**src/rtl/executable_format_sniffer_assert.svh**
```systemverilog
// Assertion macros for the executable format sniffer.
// Used by the top level; needs no other file.
`ifndef EXECUTABLE_FORMAT_SNIFFER_ASSERT_SVH
`define EXECUTABLE_FORMAT_SNIFFER_ASSERT_SVH
`ifndef SYNTH
// A property checked at every rising edge outside reset.
`define EFS_ASSERT(lbl, clk, rstn, prop, msg) \
    lbl: assert property (@(posedge clk) disable iff (!rstn) prop) else $error(msg);
// A condition that must hold in the cycle after a trigger.
`define EFS_ASSERT_NEXT(lbl, clk, rstn, trig, cond, msg) \
    lbl: assert property (@(posedge clk) disable iff (!rstn) trig |=> cond) else $error(msg);
`else
`define EFS_ASSERT(lbl, clk, rstn, prop, msg)
`define EFS_ASSERT_NEXT(lbl, clk, rstn, trig, cond, msg)
`endif
`endif

```
**src/rtl/efs_pkg.sv**
```systemverilog
// Shared types, constants and the PE signature step for the format sniffer.
// No dependencies.
package efs_pkg;

    // Header store geometry.
    localparam int HDR_BYTES = 64;
    localparam int HDR_AW    = $clog2(HDR_BYTES);

    // Default width of the byte position counter.
    localparam int POS_BITS_DEFAULT = 32;

    // Fixed positions in the file header.
    localparam int POS_ELF_CLASS = 4;
    localparam int POS_OFF_LO    = 'h3C;
    localparam int POS_HDR_LAST  = HDR_BYTES - 1;

    // Magic numbers, packed little-endian as they arrive.
    localparam logic [31:0] ELF_MAGIC  = 32'h464C_457F;
    localparam logic [15:0] MZ_MAGIC   = 16'h5A4D;
    localparam logic [7:0]  ELF_CLS32  = 8'h01;
    localparam logic [7:0]  ELF_CLS64  = 8'h02;
    localparam logic [15:0] MACH_X86   = 16'h014C;
    localparam logic [15:0] MACH_X64   = 16'h8664;
    localparam logic [7:0]  PE_SIG [4] = '{8'h50, 8'h45, 8'h00, 8'h00};

    // Progress through the PE signature and machine word.
    localparam logic [2:0] PROG_MLOW  = 3'd4;
    localparam logic [2:0] PROG_MHIGH = 3'd5;
    localparam logic [2:0] PROG_DONE  = 3'd6;
    localparam logic [2:0] PROG_OFF   = 3'd7;

    typedef enum logic [2:0] {
        CLS_UNKNOWN = 3'd0,
        CLS_PE_X86  = 3'd1,
        CLS_PE_X64  = 3'd2,
        CLS_ELF_32  = 3'd3,
        CLS_ELF_64  = 3'd4
    } t_class;

    typedef struct packed {
        logic [2:0] prog;
        logic [7:0] mlow;
        t_class     verdict;
    } t_pe;

    // Write and read-back requests to the header store.
    typedef struct packed {
        logic              wr_en;
        logic [HDR_AW-1:0] wr_addr;
        logic [7:0]        wr_data;
        logic              start;
        logic [HDR_AW-1:0] base;
    } t_walk_req;

    // Bytes returned by the read-back, in offset order.
    typedef struct packed {
        logic       busy;
        logic       take;
        logic [7:0] data;
    } t_walk_rsp;

    // Feed one PE signature or machine byte; done or failed progress ignores it.
    function automatic t_pe pe_take(t_pe s, logic [7:0] v);
        t_pe         r;
        logic [15:0] mach;
        r    = s;
        mach = {v, s.mlow};
        if (s.prog < PROG_MLOW) begin
            r.prog = (v == PE_SIG[s.prog[1:0]]) ? s.prog + 3'd1 : PROG_OFF;
        end else if (s.prog == PROG_MLOW) begin
            r.mlow = v;
            r.prog = PROG_MHIGH;
        end else if (s.prog == PROG_MHIGH) begin
            if (mach == MACH_X86) begin
                r.verdict = CLS_PE_X86;
            end else if (mach == MACH_X64) begin
                r.verdict = CLS_PE_X64;
            end
            r.prog = PROG_DONE;
        end
        return r;
    endfunction

endpackage

```
**src/rtl/efs_hdr_walk.sv**
```systemverilog
// Header store memory and the read-back of PE bytes that lie inside the header.
// Depends on efs_pkg.
module efs_hdr_walk (
    input  logic              i_clk,
    input  logic              i_rst_n,
    input  efs_pkg::t_walk_req i_req,
    output efs_pkg::t_walk_rsp o_rsp
);

    localparam int AW = efs_pkg::HDR_AW;

    logic [7:0]  r_mem [efs_pkg::HDR_BYTES];
    logic        r_active;
    logic        r_rd_valid;
    logic [2:0]  r_idx;
    logic [AW-1:0] r_base;
    logic [7:0]  r_rd_data;
    logic [AW:0] rd_sum;
    logic        can_issue;

    // Next offset to read; stop after six bytes or at the end of the header.
    assign rd_sum    = {1'b0, r_base} + (AW+1)'(r_idx);
    assign can_issue = r_active && (r_idx != efs_pkg::PROG_DONE) && !rd_sum[AW];

    // Header bytes are written as they stream in.
    always_ff @(posedge i_clk) begin
        if (i_req.wr_en) begin
            r_mem[i_req.wr_addr] <= i_req.wr_data;
        end
    end

    // Registered read port.
    always_ff @(posedge i_clk) begin
        if (can_issue) begin
            r_rd_data <= r_mem[rd_sum[AW-1:0]];
        end
    end

    // Start offset of the read-back.
    always_ff @(posedge i_clk) begin
        if (i_req.start) begin
            r_base <= i_req.base;
        end
    end

    // Read-back sequencer.
    always_ff @(posedge i_clk) begin
        if (!i_rst_n) begin
            r_active   <= 1'b0;
            r_rd_valid <= 1'b0;
            r_idx      <= 3'd0;
        end else begin
            r_rd_valid <= can_issue;
            if (i_req.start) begin
                r_active <= 1'b1;
                r_idx    <= 3'd0;
            end else if (can_issue) begin
                r_idx <= r_idx + 3'd1;
            end else begin
                r_active <= 1'b0;
            end
        end
    end

    assign o_rsp.busy = r_active | r_rd_valid;
    assign o_rsp.take = r_rd_valid;
    assign o_rsp.data = r_rd_data;

endmodule

```
**src/rtl/executable_format_sniffer.sv**
```systemverilog
// The class leaves in the cycle after the last byte is accepted, or, when the file ends on
// byte 63 of an MZ file whose PE header offset lies inside the header, after the read-back.
// Throughput: one byte per cycle when not stalled; after byte 63 of such a file
// the input is held while the single read port of the header store returns the PE bytes.
// Reset is synchronous and active low; it clears control state, not the header store.
module executable_format_sniffer #(
    parameter int POSITION_BITS = efs_pkg::POS_BITS_DEFAULT
) (
    input  logic       i_clk,
    input  logic       i_rst_n,
    input  logic       i_in_valid,
    output logic       o_in_stall,
    input  logic [7:0] i_data_byte,
    input  logic       i_last_byte,
    output logic       o_out_valid,
    input  logic       i_out_stall,
    output logic [2:0] o_file_class
);

`include "executable_format_sniffer_assert.svh"

    localparam int PB = POSITION_BITS;
    localparam int AW = efs_pkg::HDR_AW;

    logic [PB-1:0]      r_pos;
    logic [PB-1:0]      n_pos;
    logic [31:0]        r_off;
    logic [31:0]        n_off;
    logic [2:0]         r_prog;
    logic [7:0]         r_mlow;
    efs_pkg::t_class    r_verdict;
    efs_pkg::t_pe       n_pe;
    logic               r_pend_last;
    logic               n_pend_last;
    logic [31:0]        r_magic;
    logic [23:0]        r_offb;
    logic               r_out_valid;
    efs_pkg::t_class    r_out_class;

    efs_pkg::t_walk_req w_req;
    efs_pkg::t_walk_rsp w_rsp;

    logic               in_acc;
    logic               out_free;
    logic               pos_lt4;
    logic               pos_is_elf;
    logic               pos_lt64;
    logic               pos_is_last;
    logic               pos_off_bytes;
    logic               pos_max;
    logic [31:0]        full_off;
    logic [PB:0]        target;
    logic               start;
    logic               emit;
    logic               clear;
    efs_pkg::t_class    emit_class;

    // Handshake.
    assign out_free   = ~r_out_valid | ~i_out_stall;
    assign o_in_stall = w_rsp.busy | r_pend_last | (i_last_byte & ~out_free);
    assign in_acc     = i_in_valid & ~o_in_stall;

    // Position decodes.
    assign pos_lt4       = (r_pos < PB'(4));
    assign pos_is_elf    = (r_pos == PB'(efs_pkg::POS_ELF_CLASS));
    assign pos_lt64      = (r_pos[PB-1:AW] == '0);
    assign pos_is_last   = (r_pos == PB'(efs_pkg::POS_HDR_LAST));
    assign pos_off_bytes = (r_pos >= PB'(efs_pkg::POS_OFF_LO)) &&
                           (r_pos < PB'(efs_pkg::POS_HDR_LAST));
    assign pos_max       = &r_pos;
    assign full_off      = {i_data_byte, r_offb};
    assign target        = (PB+1)'(r_off) + (PB+1)'(r_prog);

    // Header store writes and the in-header read-back request.
    assign w_req.wr_en   = in_acc & pos_lt64;
    assign w_req.wr_addr = r_pos[AW-1:0];
    assign w_req.wr_data = i_data_byte;
    assign w_req.start   = start;
    assign w_req.base    = full_off[AW-1:0];

    efs_hdr_walk u_walk (
        .i_clk   (i_clk),
        .i_rst_n (i_rst_n),
        .i_req   (w_req),
        .o_rsp   (w_rsp)
    );

    // Next state for one beat, a read-back byte, or a deferred result.
    always_comb begin
        n_pos       = r_pos;
        n_off       = r_off;
        n_pe        = '{prog: r_prog, mlow: r_mlow, verdict: r_verdict};
        n_pend_last = r_pend_last;
        start       = 1'b0;
        emit        = 1'b0;
        clear       = 1'b0;
        emit_class  = r_verdict;

        if (w_rsp.take) begin
            n_pe = efs_pkg::pe_take(n_pe, w_rsp.data);
        end

        if (in_acc) begin
            // ELF class byte.
            if (pos_is_elf && (r_magic == efs_pkg::ELF_MAGIC)) begin
                if (i_data_byte == efs_pkg::ELF_CLS32) begin
                    n_pe.verdict = efs_pkg::CLS_ELF_32;
                end else if (i_data_byte == efs_pkg::ELF_CLS64) begin
                    n_pe.verdict = efs_pkg::CLS_ELF_64;
                end
            end

            // End of header: latch the PE offset and read back any bytes inside it.
            if (pos_is_last) begin
                n_off = full_off;
                if (r_magic[15:0] == efs_pkg::MZ_MAGIC) begin
                    n_pe.prog = 3'd0;
                    if (full_off[31:AW] == '0) begin
                        start = 1'b1;
                    end
                end else begin
                    n_pe.prog = efs_pkg::PROG_OFF;
                end
            end else if (!pos_lt64 && (r_prog < efs_pkg::PROG_DONE) &&
                         (target == {1'b0, r_pos})) begin
                n_pe = efs_pkg::pe_take(n_pe, i_data_byte);
            end

            if (!pos_max) begin
                n_pos = r_pos + PB'(1);
            end

            if (i_last_byte) begin
                if (start) begin
                    n_pend_last = 1'b1;
                end else begin
                    emit       = 1'b1;
                    emit_class = n_pe.verdict;
                    clear      = 1'b1;
                end
            end
        end

        // Result held back until the read-back has finished.
        if (r_pend_last && !w_rsp.busy && out_free) begin
            emit        = 1'b1;
            emit_class  = r_verdict;
            clear       = 1'b1;
            n_pend_last = 1'b0;
        end

        if (clear) begin
            n_pos        = '0;
            n_off        = '0;
            n_pe.prog    = 3'd0;
            n_pe.mlow    = 8'd0;
            n_pe.verdict = efs_pkg::CLS_UNKNOWN;
        end
    end

    // Control and classification state.
    always_ff @(posedge i_clk) begin
        if (!i_rst_n) begin
            r_pos       <= '0;
            r_off       <= '0;
            r_prog      <= 3'd0;
            r_mlow      <= 8'd0;
            r_verdict   <= efs_pkg::CLS_UNKNOWN;
            r_pend_last <= 1'b0;
            r_out_valid <= 1'b0;
        end else begin
            r_pos       <= n_pos;
            r_off       <= n_off;
            r_prog      <= n_pe.prog;
            r_mlow      <= n_pe.mlow;
            r_verdict   <= n_pe.verdict;
            r_pend_last <= n_pend_last;
            if (emit) begin
                r_out_valid <= 1'b1;
            end else if (!i_out_stall) begin
                r_out_valid <= 1'b0;
            end
        end
    end

    // Magic bytes and the PE offset bytes are caught as they stream past.
    always_ff @(posedge i_clk) begin
        if (in_acc && pos_lt4) begin
            r_magic <= {i_data_byte, r_magic[31:8]};
        end
        if (in_acc && pos_off_bytes) begin
            r_offb <= {i_data_byte, r_offb[23:8]};
        end
        if (emit) begin
            r_out_class <= emit_class;
        end
    end

    assign o_out_valid  = r_out_valid;
    assign o_file_class = r_out_class;

    `EFS_ASSERT(a_no_beat_during_walk, i_clk, i_rst_n, w_rsp.take |-> !in_acc, "beat taken during read-back")
    `EFS_ASSERT(a_walk_follows_beat, i_clk, i_rst_n, $rose(w_rsp.busy) |-> $past(in_acc), "read-back without a header beat")
    `EFS_ASSERT(a_class_legal, i_clk, i_rst_n, o_out_valid |-> (o_file_class <= efs_pkg::CLS_ELF_64), "illegal class code")
    `EFS_ASSERT(a_pe_after_header, i_clk, i_rst_n, (r_verdict == efs_pkg::CLS_PE_X86 || r_verdict == efs_pkg::CLS_PE_X64) |-> !pos_lt64, "PE verdict inside header")
    `EFS_ASSERT_NEXT(a_pending_holds_input, i_clk, i_rst_n, r_pend_last && w_rsp.busy, !in_acc, "beat taken while result deferred")

endmodule

```
**config.mk**
```make
export PLATFORM = sky130hd
export DESIGN_NAME = executable_format_sniffer
export DESIGN_NICKNAME = d
export VERILOG_FILES = /design/src/rtl/efs_pkg.sv /design/src/rtl/efs_hdr_walk.sv /design/src/rtl/executable_format_sniffer.sv
export VERILOG_INCLUDE_DIRS = /design/src /design/src/rtl
export SDC_FILE = /design/constraint.sdc
export NUM_CORES = 1
export LEC_CHECK = 0
export BUFFER_PORTS_ARGS = -buffer_cell sky130_fd_sc_hd__buf_2
export CORE_MARGIN = 5
export CORE_UTILIZATION = 30
export DETAILED_ROUTE_END_ITERATION = 10
export GPL_TIMING_DRIVEN = 1
export HOLD_SLACK_MARGIN = 0.1
export SLEW_MARGIN = 30
export SYNTH_ARGS = -nofsm -noshare
export SYNTH_HDL_FRONTEND = slang
export SYNTH_SLANG_ARGS = --single-unit
```
**constraint.sdc**
```tcl
create_clock -name i_clk -period 4.1 [get_ports i_clk]
set_clock_uncertainty 0.2 [all_clocks]
set_input_delay 0.205 -clock i_clk [delete_from_list [all_inputs] [get_ports i_clk]]
set_output_delay 0.205 -clock i_clk [all_outputs]
set_load 0.02 [all_outputs]
```
==> flow_summary.json <==
{
  "clkSinkCount": 670,
  "worstSetupEndpointType": "flip-flop",
  "synth_commonest_cells": "edfxtp_1 (585), mux4_2 (168), nor2_1 (168), dfxtp_1 (85), nand2_1 (64)",
  "cts_setup_buffers": 0,
  "cts_tree": "built",
  "crit_required_ns": 4.36,
  "p_per_area_nw_per_um2": 428.4,
  "grt_first_pass_wirelength_um": 103200,
  "post-route-min-period_ns": 3.851,
  "avgRoutedWirePerCell_um": 22.33,
  "finalSetupViolCount": 0,
  "h-tree-depth": 3,
  "power_frac_comb": 0.018,
  "post_cts_resized": 0,
  "synth_seq_cells": 670,
  "drt_wl_total_um": 69340,
  "dieArea_um2": 100100,
  "viasPerCell": 5.072,
  "hold_class": "primary input to flip-flop",
  "synth_edf_count": 585,
  "outcome": "finished, final reports clean",
  "switching_share": 0.2078,
  "post-place-ws_ns": 0.3280,
  "placed_cell_area_um2": 30530,
  "rsz0062_at_grt": "no",
  "drtAntennaViolNets": 0,
  "cts_buffers": 71,
  "synthFlopType": "edfxtp_1",
  "netlist.area_leader.share": 0.6240,
  "rows": 112,
  "synth_top_cells_by_area": "edfxtp_1 (62%), mux4_2 (13%), dfxtp_1 (6.0%), nor2_1 (2.2%), mux2i_1 (1.6%)",
  "critPathKind": "flip-flop to flip-flop",
  "cts_root_buffer": "clkbuf_16",
  "drive_gt1_frac": 0.2507,
  "overflow": 0,
  "vias": 15750,
  "finalMaxSlewViolations": 0,
  "initial_core_util": 0.3021,
  "clockBufferDepth": 3,
  "syn_to_final_growth_pct": 17.22,
  "drt_pre_antenna_iters": 5,
  "antenna_cells": 0,
  "clkLatencyLatePin_ns": 0.63,
  "syn_area_per_cell_um2": 16.99,
  "design_area_um2": 33000,
  "clock.fmax_mhz": 259.7,
  "grt_usage": 0.1369,
  "core_region_area_um2": 93190,
  "finalHoldViolCount": 0,
  "ios": 18,
  "p_total_mw": 14.14,
  "synth_warnings": 0,
  "hpwlAfterDp_um": 45310,
  "tightest_slew_ns": 0.8784,
  "path_clk_slew_ns": 0.07,
  "drc": 0,
  "synth_area_leader_cell": "edfxtp_1",
  "power.share.clock": 0.454,
  "p_int_mw": 11.20,
  "gp_congestion": 0.8979,
  "fin_crit_sh": 0.9393,
  "numPortBuffers": 17,
  "pwr-share-seq": 0.528,
  "max-slew-margin-rel": 0.4090,
  "ys_types": 91,
  "crit_arrival_ns": 4.11,
  "power.leakage_nw": 10.57,
  "tns_ns": 0,
  "drtIter0Drc": 1518,
  "syn-num-nets": 1688,
  "grt_antenna_before_repair": 2,
  "switchingPower_mw": 2.937,
  "synth_most_common_cell": "edfxtp_1",
  "drv_cap": 0,
  "netlist_area_um2": 28150,
  "die_h_um": 316.3,
  "final.setup.worst_slack_ns": 0.2489,
  "critPathMaxFanout": 6,
  "ys_seq_area_frac": 0.6844,
  "final_nets": 1824,
  "grt_pass1_vias": 15600,
  "max-vdd-ir-drop_mv": 0.2494,
  "critPathLaunchType": "flip-flop",
  "syn-instance-count": 1657,
  "dieWidth_um": 316.3,
  "synthArstFlopShare": 0,
  "grt_max_degree": 70
}
[power groups by stage]
stage	registers [mW]	logic, mW	clock network [mW]
final	7.46	0.253	6.42
after global routing	7.46	0.273	6.83
after CTS	7.46	0.255	6.54
after detailed placement	7.60	0.247	0
after global placement	7.60	0.238	0
after floorplan	7.60	0.0814	0
[placed cells by master (no fill, tap or decap), types with 5 or more instances in the layout]
cell,count
dfxtp_1,85
a31oi_1,6
o21ai_0,11
or4_1,5
clkinv_2,19
nand2b_1,7
inv_1,21
buf_12,10
dlygate4sd3_1,12
and2_1,7
o31ai_1,7
or3_1,19
nand3_1,46
and3_1,13
buf_2,17
bufinv_16,6
nor4_1,22
mux2_2,9
nand2_1,63
clkbuf_1,13
and4_1,9
nand4b_1,5
nor2_1,166
edfxtp_1,585
nor3b_1,5
clkbuf_16,71
or2_2,5
nor3_1,18
xor2_1,33
xnor2_1,42
clkinv_1,6
a211oi_1,8
a21oi_1,20
o21a_1,5
nand4_1,33
mux4_2,168
mux2i_1,44
ha_1,15
buf_4,104
[final timing paths]
path | start | endpoint | slack, ns | depth (start not counted)
setup / recovery | u_walk.r_rd_data[1] | r_prog[0] | 0.25 | 14
hold reg to reg | r_magic[26] | r_magic[18] | 0.24 | 0
setup reg to reg | u_walk.r_rd_data[1] | r_prog[0] | 0.25 | 14
hold / removal | i_data_byte[5] | u_walk.r_mem[11][5] | 0.12 | 2
[kinds of logic after synthesis]
group / after synthesis / share of synthesized area
adders and majority gates: 18 / 0.008533
DFF: 670 / 0.6844
xor gates and xnor gates: 78 / 0.02453
muxes: 221 / 0.1536
buffers and inverters: 101 / 0.01422
AOI/OAI and AO/OA: 108 / 0.02858
and+or+nand+nor: 461 / 0.08605
[cell type report]
| type | instances | area, um^2 |
|---|---|---|
| multi-input cells | 886 | 8543 |
| clock inverters | 43 | 473.0 |
| inverters | 21 | 78.83 |
| well taps | 1254 | 1569 |
| flip-flops and latches | 670 | 19270 |
| repair buffers | 143 | 1186 |
| clock buffers | 88 | 1881 |
| fillers | 8672 | 60190 |
[registers in the layout, summed over array words and instances, names as in the netlist]
register / count
o_file_class: 3
o_out_valid: 1
r_magic: 32
r_mlow: 8
r_off: 32
r_offb: 24
r_pend_last: 1
r_pos: 32
r_prog: 3
r_verdict: 3
u_walk.r_active: 1
u_walk.r_base: 6
u_walk.r_idx: 3
u_walk.r_mem: 512
u_walk.r_rd_data: 8
u_walk.r_rd_valid: 1
[worst max-delay path: stages (launching register included)]
cell and delay [ns]:
edfxtp_1 0.51, nor4_1 0.46, o2111ai_1 0.24, nor3_1 0.18, nor3_1 0.06, buf_4 0.15
ha_1 0.19, buf_4 0.16, or3_1 0.30, a2111oi_0 0.45, buf_4 0.20, a21oi_1 0.08
or3_1 0.33, nand3_1 0.10, a221oi_2 0.06
[through the flow]
step             util  std cells  hold slack (ns)
6_report       0.3541       3105           0.1177
4_1_cts        0.3541       3105           0.1246
3_5_place_dp   0.3276       2962           0.2293
3_3_place_gp   0.3276       2962           0.2243
5_1_grt        0.3541       3105           0.1394
2_1_floorplan       -       1657           0.1039
[per-layer routing]
metal  global-route usage  wire length, um
met3              0.02274             4391
met2               0.2162            32250
met5                    0                0
met4              0.03820             1746
met1               0.1973            30960
[repair_timing]
action,CTS,global route
endpoints found under the hold margin,101,0
hold buffers,12,0
endpoints found under the setup margin,0,0
Power figures use the tool's default switching activity.
